$ cat src/rtl/hfwm_pkg.sv
package hfwm_pkg;

    localparam int SET_BITS   = 10;
    localparam int WAYS       = 4;
    localparam int SET_COUNT  = 1 << SET_BITS;
    localparam int WAY_W      = (WAYS > 1) ? $clog2(WAYS) : 1;
    localparam int COORD_W    = 8;
    localparam int KEY_W      = 3 * COORD_W;
    localparam int VAL_W      = 8;
    localparam int ENTRY_W    = VAL_W + KEY_W;
    localparam int ROW_W      = WAYS * ENTRY_W;
    localparam int HASH_W     = 32;
    localparam int MIX_SHIFT  = 12;
    localparam int HASH_SHIFT = 16;
    localparam int HIT_WAY_W  = 2;

    localparam logic [HASH_W-1:0] HASH_MULT = 32'd65521;

    localparam logic OP_LOOKUP = 1'b0;
    localparam logic OP_FILL   = 1'b1;

    typedef logic [COORD_W-1:0]  coord_t;
    typedef logic [KEY_W-1:0]    key_t;
    typedef logic [VAL_W-1:0]    val_t;
    typedef logic [SET_BITS-1:0] set_t;
    typedef logic [WAY_W-1:0]    way_t;

    typedef struct packed {
        val_t value;
        key_t tag;
    } entry_t;

    typedef entry_t [WAYS-1:0] row_t;

    typedef enum logic [2:0] {
        ST_CLEAR,
        ST_IDLE,
        ST_HASH,
        ST_READ,
        ST_LOAD,
        ST_CMP,
        ST_WRITE,
        ST_DONE
    } state_t;

    // head goes to way 0, ways 1..lim take their predecessor, the rest stay
    function automatic row_t reorder(row_t old_row, entry_t head, way_t lim);
        row_t new_row;
        new_row = old_row;
        for (int k = 0; k < WAYS; k++)
        begin
            if (k == 0)
            begin
                new_row[k] = head;
            end
            else if (WAY_W'(k) <= lim)
            begin
                new_row[k] = old_row[k-1];
            end
        end
        return new_row;
    endfunction

endpackage

$ cat src/rtl/hfwm_hash.sv
module hfwm_hash (
    input  logic           clk,
    input  hfwm_pkg::key_t key,
    output hfwm_pkg::set_t set_idx
);
    import hfwm_pkg::*;

    key_t              mix;
    logic [HASH_W-1:0] prod_next;
    logic [HASH_W-1:0] prod_reg;

    assign mix       = key ^ (key >> MIX_SHIFT);
    assign prod_next = {{(HASH_W-KEY_W){1'b0}}, mix} * HASH_MULT;

    always_ff @(posedge clk)
    begin
        prod_reg <= prod_next;
    end

    assign set_idx = prod_reg[HASH_SHIFT +: SET_BITS];

endmodule

$ cat config.mk
export PLATFORM = sky130hd
export DESIGN_NAME = hfwm_hash
export DESIGN_NICKNAME = d
export VERILOG_FILES = /design/src/rtl/hfwm_pkg.sv /design/src/rtl/hfwm_hash.sv
export SDC_FILE = /design/constraint.sdc
export NUM_CORES = 1
export LEC_CHECK = 0
export BUFFER_PORTS_ARGS = -buffer_cell sky130_fd_sc_hd__buf_2
export CORE_MARGIN = 2
export CORE_UTILIZATION = 57
export DETAILED_ROUTE_END_ITERATION = 8
export PLACE_DENSITY = 0.79
export SLEW_MARGIN = 20
export SYNTH_ARGS = -nofsm -noshare
export SYNTH_HDL_FRONTEND = slang
export SYNTH_SLANG_ARGS = --single-unit
$ cat constraint.sdc
create_clock -name clk -period 6 [get_ports clk]
set_input_delay 1.2 -clock clk [delete_from_list [all_inputs] [get_ports clk]]
set_output_delay 1.2 -clock clk [all_outputs]
set_load 0.01 [all_outputs]
# Yosys cells after proc, flatten, opt, wreduce, memory -nomap -nowiden
# Cells that the tools add are included.
# totals
regBits	26
# op_classes
multipliers	1
bitwise	1
# op_table
operator	count
multiplier 24 x 16 -> 26 bit, second input constant	1
XOR 24 x 12 -> 24 bit	1

# Longest topological paths before layout
# Gate-level depths: netlist of run 1.
# depth
ltp_word	2
depth_mapped	24
mapped_depth_nobuf	24

# Worst setup path before layout of run 1
# OpenSTA, ideal clock, no wires.
# synth_path
kind	input to register
startpoint	input port key[8]
endpoint	register prod_reg[22]
setup_time_ps	121
arrival_ps	6160
required_time_ps	5879
path_slack_ps	-282
cell_stages	20
path_buffers	0
path_cell_list	xor2_1 > inv_1 > fa_1 > inv_1 > ha_1 > inv_1 > fa_1 > inv_1 > fa_1 > fa_1 > inv_1 > fa_1 > inv_1 > ha_1 > a211o_1 > a2111oi_2 > o41ai_2 > a31oi_1 > o21bai_2 > xor2_1
# synth_via
elab_chain_cells	2
# synth_rtl
element	line_no	text
from (decl)	hfwm_hash.sv:3	input hfwm_pkg::key_t key,
XOR 24 x 12 -> 24 bit	hfwm_hash.sv:12	assign mix = key ^ (key >> MIX_SHIFT);
multiplier 24 x 16 -> 26 bit	hfwm_hash.sv:13	assign prod_next = {{(HASH_W-KEY_W){1'b0}}, mix} * HASH_MULT;
named net prod_next[22]	hfwm_hash.sv:9	logic [HASH_W-1:0] prod_next;
to (signal assigned)	hfwm_hash.sv:17	prod_reg <= prod_next;
to (decl)	hfwm_hash.sv:10	logic [HASH_W-1:0] prod_reg;
# The timed path passes the listed nets, and every way through them passes these cells.

# Final worst setup path of run 1
# layout_path
startpoint	input port key[12]
endpoint	register prod_reg[25]
# The elaborated chain is that of the path after synthesis.

==> results of run 1 <==
-- repair_timing --
| item | CTS | global route |
|---|---|---|
| endpoints found under the setup margin | 9 | 10 |
| gates cloned | 0 | 0 |
| pin swaps | 36 | 33 |
| gates resized for setup | 42 | 40 |
| setup buffers | 13 | 10 |
-- cell families after synthesis --
logic type / after synthesis
adders and majority gates: 186
buffers and inverters: 177
xor gates and xnor gates: 41
AOI/OAI and AO/OA: 30
and+or+nand+nor: 17
DFF: 10
-- final timing paths --
kind | cells after the start | to | from
setup / recovery | 24 | prod_reg[25] | key[12]
hold / removal | 1 | set_idx[0] | prod_reg[16]
-- synthesized netlist by cell type (all sizes together) (2+ instances only) --
master and n:
inv 177, fa 112, ha 74, xnor2 27
xor2 14, a21oi 10, dfxtp 10, o21ai 7
nor2 5, a21o 3, a31oi 3, nand2 2
nand4 2, o21bai 2, or2 2
-- stage by stage --
step | utilization | instance area, sq um | setup WS (ns) | instances | setup TNS (ns)
2_1_floorplan | - | 4878 | -0.04010 | 461 | -0.04010
3_3_place_gp | 0.7199 | 5826 | -0.3717 | 686 | -2.573
3_5_place_dp | 0.7199 | 5826 | -0.5312 | 686 | -3.863
4_1_cts | 0.7614 | 6162 | -0.2631 | 703 | -0.8635
5_1_grt | 0.7953 | 6436 | -0.4599 | 713 | -3.358
6_report | 0.7953 | 6436 | -0.3082 | 713 | -2.036
-- layout make-up --
class	count	area [sq um]	area share
Inverter	177	669.4	0.1040
Multi-Input combinational cell	274	4309	0.6695
Timing Repair Buffer	143	1071	0.1664
Sequential cell	10	200.2	0.03110
Tap cell	105	131.4	0.02041
Clock buffer	4	55.05	0.008554
-- critical path, cell delays in order --
cell and delay [ns]:
sky130_fd_sc_hd__buf_2 0.14, sky130_fd_sc_hd__xnor2_4 0.19, sky130_fd_sc_hd__inv_2 0.07, sky130_fd_sc_hd__xnor2_2 0.14
sky130_fd_sc_hd__ha_1 0.21, sky130_fd_sc_hd__or2_2 0.37, sky130_fd_sc_hd__fa_1 0.44, sky130_fd_sc_hd__inv_1 0.10
sky130_fd_sc_hd__fa_1 0.43, sky130_fd_sc_hd__inv_2 0.07, sky130_fd_sc_hd__fa_1 0.42, sky130_fd_sc_hd__fa_1 0.54
sky130_fd_sc_hd__inv_1 0.06, sky130_fd_sc_hd__fa_1 0.47, sky130_fd_sc_hd__inv_1 0.04, sky130_fd_sc_hd__ha_1 0.27
sky130_fd_sc_hd__o211ai_1 0.09, sky130_fd_sc_hd__a21oi_2 0.13, sky130_fd_sc_hd__inv_2 0.07, sky130_fd_sc_hd__buf_4 0.15
sky130_fd_sc_hd__o21a_4 0.23, sky130_fd_sc_hd__o21ai_4 0.23, sky130_fd_sc_hd__a31oi_2 0.14, sky130_fd_sc_hd__xnor2_1 0.23
-- routing by layer --
layer | part of all wire | vias to the layer above | GRT usage
li1 | - | 1630 | -
met2 | 0.52 | 139 | 0.5739
met4 | 0.081 | 0 | 0.1522
met1 | 0.35 | 1854 | 0.3355
met5 | 0 | - | 0
met3 | 0.043 | 76 | 0.03432
==> reports/qor.yml, run 1 <==
die:
  start_util: 0.5804
  fp.dieArea_sq_um: 8982
  core_area_sq_um: 8093
  num_rows: 33
  die_w_microns: 94.78
  boundaryPins: 35
  die_h_microns: 94.78
clock_network:
  cts_tree: "yes"
  cts_hold_buf: 0
  path_clk_slew_ns: 0.05
  max-clock-path-buffers: 2
  cts_buffers: 3
  cts_htree_levels: 1
  clock-root-buffer: "sky130_fd_sc_hd__clkbuf_8"
  tritoncts_num_sinks: 10
setup_path:
  crit_fanout: 3
  critPathCaptureType: "flop"
  element_type_at_the_critical_path_start: "input pin"
  worst_endpoint_required_time_ns: 6.14
  setup.worst_path.class: "in -> reg"
  arrival_time_of_the_worst_setup_path_ns: 6.45
grt:
  maximum_number_of_pins_on_one_net_before_global_route_repair: 7
  grtUsageTotal: 0.3042
  grt_overflow: 0
  grt_antenna_before_repair: 0
  first_pass_grt_wire_length_mm: 20.09
  via_count_of_the_first_global_routing_pass: 4255
timing:
  grt_setup_unrepaired: "yes"
  timing.max_slew.rel_slack: 0.7732
  hold_ws_ns: 1.844
  post-route-period-util: 1.051
  finalSetupViolCount: 10
  fin_ws_ns: -0.3082
  achievable-frequency_mhz: 158.5
  transition_time_at_the_pin_with_the_least_slew_margin_ns: 0.3366
  finalCriticalPeriod_ns: 6.308
  timing.final.max_slew_violations: 0
  finalHoldViolCount: 0
yosys:
  synth.top_cell.area_share: 0.4774
  combinational_family_with_the_most_area_after_synthesis: "adder cells"
  adder_and_majority_cell_fraction_of_the_synthesized_area: 0.6745
  avg_cell_area_syn_sq_um: 10.19
  synth.lib_cells_used.distinct: 29
  synth_compound_area_frac: 0.04289
  post_synth_and_or_nand_nor_area_fraction: 0.02051
  ys.warnings.count: 0
  ys.flop_type: "sky130_fd_sc_hd__dfxtp_1"
  netlist_instances: 461
  synth_area_leader_cell: "sky130_fd_sc_hd__fa_1"
  synthesis.nets: 672
  summed_instance_area_of_the_synthesized_netlist_sq_um: 4697
  async_flop_share: 0
  synth_top_cells_by_area: "sky130_fd_sc_hd__fa_1, sky130_fd_sc_hd__ha_1, sky130_fd_sc_hd__inv_1, sky130_fd_sc_hd__xnor2_1, sky130_fd_sc_hd__dfxtp_1"
  synth_sequential_area_ratio: 0.04262
  synth-edff-count: 0
  synth.area.mux_share: 0
  yosys.area_share.xor_xnor: 0.07805
  synth_seq_cells: 10
final_layout:
  design.final.nets: 820
  number_of_flip_flops_in_the_largest_register: 10
  syn2layout_area_growth_pct: 37.03
  antenna_cells: 0
  final_layout_size_suffix_gt1_frac: 0.3635
  fillCellCount: 482
  commonest_non_fill_non_tap_cell_in_the_layout: "sky130_fd_sc_hd__inv_1"
  layout_common_cells: "sky130_fd_sc_hd__inv_1, sky130_fd_sc_hd__buf_4, sky130_fd_sc_hd__fa_1"
routing:
  wl_mm: 13.77
  final_antenna_net_count: 0
  num_vias: 3699
  drc: 0
  vias_per_cell: 5.188
  drt-initial-drc-count: 130
  drtPass1Iterations: 4
  drt-wirelength-per-cell_microns: 19.32
placed_design:
  port_buffers: 34
  dp_hpwl_mm: 10.25
  gp_routability_congestion: 0.9443
hold_path:
  hold_path_class: "reg -> out"
run:
  max_cap_violations: 0
status:
  failing_checks: "negative setup slack"
  status: "finished with violations"
Power of run 1 is left out: the tool's default activity adds up to more than one toggle a clock period on the data nets, which glitch-free logic cannot reach.
==> run 2: changes to the inputs <==
CORE_UTILIZATION = 53   (was 57)
GPL_TIMING_DRIVEN = 0   (was default)
PLACE_DENSITY = 0.74   (was 0.79)
==> run 2 against run 1 <==
- worst setup slack improved by 0.12 ns
- critical path depth fell by 2
- global-route usage fell by 6.5 points
- core utilization fell by 11 points
- die area rose by 7.2%
- final area fell by 7.0%
- the flow still finishes with violations (negative setup slack)
- sequential cell count did not move
- non-clock buffer count fell by 70
==> reports/qor.yml, run 2 (same netlist as run 1, synthesis figures left out) <==
status:
  status: "finished with violations"
  failing_checks: "negative setup slack"
grt:
  via_count_of_the_first_global_routing_pass: 3770
  grtUsageTotal: 0.2395
  grt_antenna_before_repair: 0
  grt_overflow: 0
  maximum_number_of_pins_on_one_net_before_global_route_repair: 7
  first_pass_grt_wire_length_mm: 17.83
clock_network:
  cts_hold_buf: 0
  cts_htree_levels: 1
  path_clk_slew_ns: 0.05
  tritoncts_num_sinks: 10
  cts_buffers: 3
  clock-root-buffer: "sky130_fd_sc_hd__clkbuf_8"
  cts_tree: "yes"
  max-clock-path-buffers: 2
final_layout:
  antenna_cells: 0
  final_layout_size_suffix_gt1_frac: 0.2955
  design_area_sq_um: 5987
  number_of_flip_flops_in_the_largest_register: 10
  design.final.nets: 750
  commonest_non_fill_non_tap_cell_in_the_layout: "sky130_fd_sc_hd__inv_1"
  syn2layout_area_growth_pct: 27.46
  layout_common_cells: "sky130_fd_sc_hd__inv_1, sky130_fd_sc_hd__fa_1, sky130_fd_sc_hd__ha_1"
die:
  start_util: 0.5412
  boundaryPins: 35
  die_w_microns: 98.14
  fp.dieArea_sq_um: 9631
  core_area_sq_um: 8678
  num_rows: 34
  die_h_microns: 98.14
timing:
  achievable-frequency_mhz: 161.6
  grt_setup_unrepaired: "yes"
  timing.max_slew.rel_slack: 0.7526
  post-route-period-util: 1.031
  hold_ws_ns: 1.714
  finalSetupViolCount: 8
  transition_time_at_the_pin_with_the_least_slew_margin_ns: 0.3684
  finalCriticalPeriod_ns: 6.188
  finalHoldViolCount: 0
  timing.final.max_slew_violations: 0
  timing.setup.tns_ns: -0.7794
  fin_ws_ns: -0.1884
routing:
  drtPass1Iterations: 4
  drc: 0
  wl_mm: 11.21
  drt-wirelength-per-cell_microns: 17.36
  final_antenna_net_count: 0
  num_vias: 3230
  vias_per_cell: 5.000
  drt-initial-drc-count: 59
placed_design:
  gp_routability_congestion: 0.9124
  pre_cts_ws_ns: -0.8836
  dp_hpwl_mm: 8.664
  place_area_sq_um: 5184
  port_buffers: 34
hold_path:
  whs_path_depth: 5
  hold_path_class: "in -> reg"
  beginning_of_the_worst_hold_path: "key[20]"
  hold_end: "prod_reg[22]"
setup_path:
  element_type_at_the_critical_path_start: "input pin"
  critPathCaptureType: "flop"
  setup.worst_path.class: "in -> reg"
  crit_fanout: 3
  worst_endpoint_required_time_ns: 6.11
  arrival_time_of_the_worst_setup_path_ns: 6.30
run:
  max_cap_violations: 0
## run 2: worst max-delay path, cell delays in order
cell,delay [ns]
sky130_fd_sc_hd__buf_12,0.11
sky130_fd_sc_hd__xor2_4,0.19
sky130_fd_sc_hd__inv_4,0.07
sky130_fd_sc_hd__fa_1,0.56
sky130_fd_sc_hd__inv_2,0.07
sky130_fd_sc_hd__ha_4,0.27
sky130_fd_sc_hd__inv_2,0.04
sky130_fd_sc_hd__fa_1,0.54
sky130_fd_sc_hd__inv_2,0.06
sky130_fd_sc_hd__fa_1,0.45
sky130_fd_sc_hd__fa_1,0.50
sky130_fd_sc_hd__inv_1,0.05
sky130_fd_sc_hd__fa_1,0.50
sky130_fd_sc_hd__inv_2,0.05
sky130_fd_sc_hd__ha_4,0.21
sky130_fd_sc_hd__a211o_1,0.33
sky130_fd_sc_hd__a2111oi_4,0.32
sky130_fd_sc_hd__buf_4,0.20
sky130_fd_sc_hd__o21a_4,0.16
sky130_fd_sc_hd__o21ai_4,0.09
sky130_fd_sc_hd__a31oi_2,0.21
sky130_fd_sc_hd__xnor2_1,0.10
## run 2: what timing repair did
action	4_1_cts	5_1_grt
buffers inserted	25	14
endpoints found under the setup margin	10	10
cloned	0	0
resized for setup	50	47
pin swaps	39	39
## run 2: worst max-delay path by stage
| stage | start | end | slack [ns] | depth (start not counted) |
|---|---|---|---|---|
| 2_1_floorplan | key[17] | prod_reg[22] | -0.04 | 21 |
| 5_1_grt | key[17] | prod_reg[22] | -0.32 | 19 |
| 6_report | key[19] | prod_reg[25] | -0.19 | 22 |
| 4_1_cts | key[19] | prod_reg[23] | -0.23 | 22 |
| 3_5_place_dp | key[17] | prod_reg[25] | -0.88 | 22 |
| 3_3_place_gp | key[17] | prod_reg[25] | -0.79 | 22 |
## run 2: area by class of cell
| type | count | area (sq um) |
|---|---|---|
| multi-input cells | 274 | 4365 |
| fillers | 629 | 2691 |
| inverters | 177 | 671.9 |
| repair buffers | 73 | 559.3 |
| flip-flops and latches | 10 | 200.2 |
| well taps | 108 | 135.1 |
| clock buffers | 4 | 55.05 |
## run 2: metrics by stage
| step | cells | utilization |
|---|---|---|
| final | 646 | 0.6899 |
| after global routing | 646 | 0.6899 |
| after CTS | 632 | 0.6535 |
| after detailed placement | 603 | 0.5973 |
| after global placement | 603 | 0.5973 |
| after floorplan | 461 | - |
## run 2: metal layers
metal | global-route usage | wire (microns) | vias to the layer above
met5 | 0 | 0 | -
met4 | 0.08641 | 349 | 0
met3 | 0.02649 | 266 | 22
met2 | 0.4568 | 6414 | 57
met1 | 0.2762 | 4184 | 1662
li1 | - | - | 1489
Power of run 2 is left out for the same reason.
==> run 3: changes to the inputs <==
PLACE_DENSITY = default   (was 0.74)
PLACE_DENSITY_LB_ADDON = 0.2   (was default)
SLEW_MARGIN = 5   (was 20)
==> run 3 against run 2 <==
- cell count is 2.2% lower
- first-iteration DRC count is 1.7% lower
- the flow still finishes with violations (negative setup slack)
- largest cell class unchanged
- sequential cell count stayed put
- worst setup slack better by 0.054 ns
- global-route usage is 0.85 points lower
- non-clock buffer count is 13 lower
- critical path depth is 1 higher
- hold slack better by 0.040 ns
- maximum frequency is 0.88% higher
==> reports/qor.yml, run 3 (same netlist as run 1, synthesis figures left out) <==
clock_network:
  path_clk_slew_ns: 0.04
  clock-root-buffer: "sky130_fd_sc_hd__clkbuf_8"
  max-clock-path-buffers: 2
  tritoncts_num_sinks: 10
  cts_htree_levels: 1
  cts_buffers: 3
  cts_hold_buf: 0
  cts_tree: "yes"
final_layout:
  final_layout_size_suffix_gt1_frac: 0.2519
  layout_common_cells: "sky130_fd_sc_hd__inv_1, sky130_fd_sc_hd__fa_1, sky130_fd_sc_hd__ha_1"
  instances_no_fill: 632
  commonest_non_fill_non_tap_cell_in_the_layout: "sky130_fd_sc_hd__inv_1"
  antenna_cells: 0
  number_of_flip_flops_in_the_largest_register: 10
  syn2layout_area_growth_pct: 22.80
  finalCoreUtilization: 0.6646
  design.final.nets: 737
setup_path:
  critPathCaptureType: "flop"
  arrival_time_of_the_worst_setup_path_ns: 6.25
  worst_setup_path_startpoint: "key[19]"
  worst_endpoint_required_time_ns: 6.11
  element_type_at_the_critical_path_start: "input pin"
  setup.worst_path.class: "in -> reg"
  crit_fanout: 5
timing:
  post-route-period-util: 1.022
  finalHoldViolCount: 0
  finalCriticalPeriod_ns: 6.134
  timing.final.max_slew_violations: 0
  transition_time_at_the_pin_with_the_least_slew_margin_ns: 0.3867
  fin_ws_ns: -0.1344
  timing.max_slew.rel_slack: 0.7403
  grt_setup_unrepaired: "yes"
  finalSetupViolCount: 7
  achievable-frequency_mhz: 163.0
die:
  start_util: 0.5412
  fp.dieArea_sq_um: 9631
  die_w_microns: 98.14
  num_rows: 34
  boundaryPins: 35
  core_area_sq_um: 8678
  die_h_microns: 98.14
routing:
  vias_per_cell: 4.870
  drc: 0
  drt-initial-drc-count: 58
  drt-wirelength-per-cell_microns: 14.99
  drtPass1Iterations: 4
  final_antenna_net_count: 0
  wl_mm: 9.473
  num_vias: 3078
run:
  max_cap_violations: 0
hold_path:
  hold_path_class: "in -> reg"
  beginning_of_the_worst_hold_path: "key[22]"
  whs_path_depth: 5
  hold_end: "prod_reg[23]"
grt:
  grt_overflow: 0
  grtUsageTotal: 0.2310
  maximum_number_of_pins_on_one_net_before_global_route_repair: 6
  via_count_of_the_first_global_routing_pass: 3733
  grt_antenna_before_repair: 0
  first_pass_grt_wire_length_mm: 17.53
placed_design:
  gp_routability_congestion: 0.8858
  pre_cts_ws_ns: -0.9591
  port_buffers: 34
  placed_cells_incl_taps: 603
  dp_hpwl_mm: 8.460
status:
  failing_checks: "negative setup slack"
  status: "finished with violations"
-- run 3: cell types whose count changed in the layout (fill, tap and decap cells not counted), sizes merged --
cell / before / now
buf: 72 / 60
clkbuf: 5 / 3
-- run 3: layout make-up --
cell class / instances / area (sq um)
multi-input combinational: 274 / 4282
fill: 687 / 2910
inverter: 177 / 671.9
timing repair buffer: 60 / 437.9
sequential: 10 / 200.2
tap: 108 / 135.1
clock buffer: 3 / 41.29
-- run 3: worst max path at each step --
stage,endpoint,slack [ns],cells after the start
floorplan,prod_reg[22],-0.04,21
global placement,prod_reg[25],-0.82,22
detailed placement,prod_reg[25],-0.96,22
CTS,prod_reg[23],-0.27,22
global route,prod_reg[22],-0.35,22
finish,prod_reg[22],-0.13,23
-- run 3: timing repair --
item                                   in CTS  in global routing
setup buffers                              25                  1
cloned                                      0                  0
setup endpoints to repair                  10                 10
gates resized for setup                    61                 12
endpoints found under the hold margin       0                  0
pin swaps                                  36                 13
-- run 3: per-stage QoR --
step / hold slack, ns / area (sq um) / setup TNS, ns
floorplan: 1.504 / 4878 / -0.04010
global route: 1.813 / 5768 / -2.347
finish: 1.754 / 5768 / -0.6290
CTS: 1.752 / 5698 / -1.041
global placement: 1.593 / 5184 / -6.210
detailed placement: 1.592 / 5184 / -7.482
-- run 3: layer usage --
metal	track usage	routed length [microns]	part of all wire	vias up
met5	0	0	0	-
met4	0.04636	250	0.026	0
met3	0.02362	218	0.023	14
met2	0.4352	5069	0.54	49
met1	0.2894	3934	0.42	1549
li1	-	-	-	1466
-- run 3: worst max-delay path: stages --
cell and delay [ns]:
sky130_fd_sc_hd__buf_8 0.12, sky130_fd_sc_hd__xor2_4 0.16, sky130_fd_sc_hd__inv_2 0.08, sky130_fd_sc_hd__buf_6 0.12, sky130_fd_sc_hd__fa_1 0.50, sky130_fd_sc_hd__inv_2 0.08
sky130_fd_sc_hd__ha_4 0.27, sky130_fd_sc_hd__inv_2 0.03, sky130_fd_sc_hd__fa_1 0.47, sky130_fd_sc_hd__inv_1 0.05, sky130_fd_sc_hd__fa_1 0.46, sky130_fd_sc_hd__fa_1 0.52
sky130_fd_sc_hd__inv_1 0.05, sky130_fd_sc_hd__fa_1 0.51, sky130_fd_sc_hd__inv_2 0.05, sky130_fd_sc_hd__ha_4 0.21, sky130_fd_sc_hd__a211o_1 0.30, sky130_fd_sc_hd__a2111oi_4 0.32
sky130_fd_sc_hd__buf_4 0.20, sky130_fd_sc_hd__o41ai_4 0.10, sky130_fd_sc_hd__a31oi_2 0.20, sky130_fd_sc_hd__o21bai_2 0.08, sky130_fd_sc_hd__xor2_1 0.13
Power of run 3 is left out for the same reason.
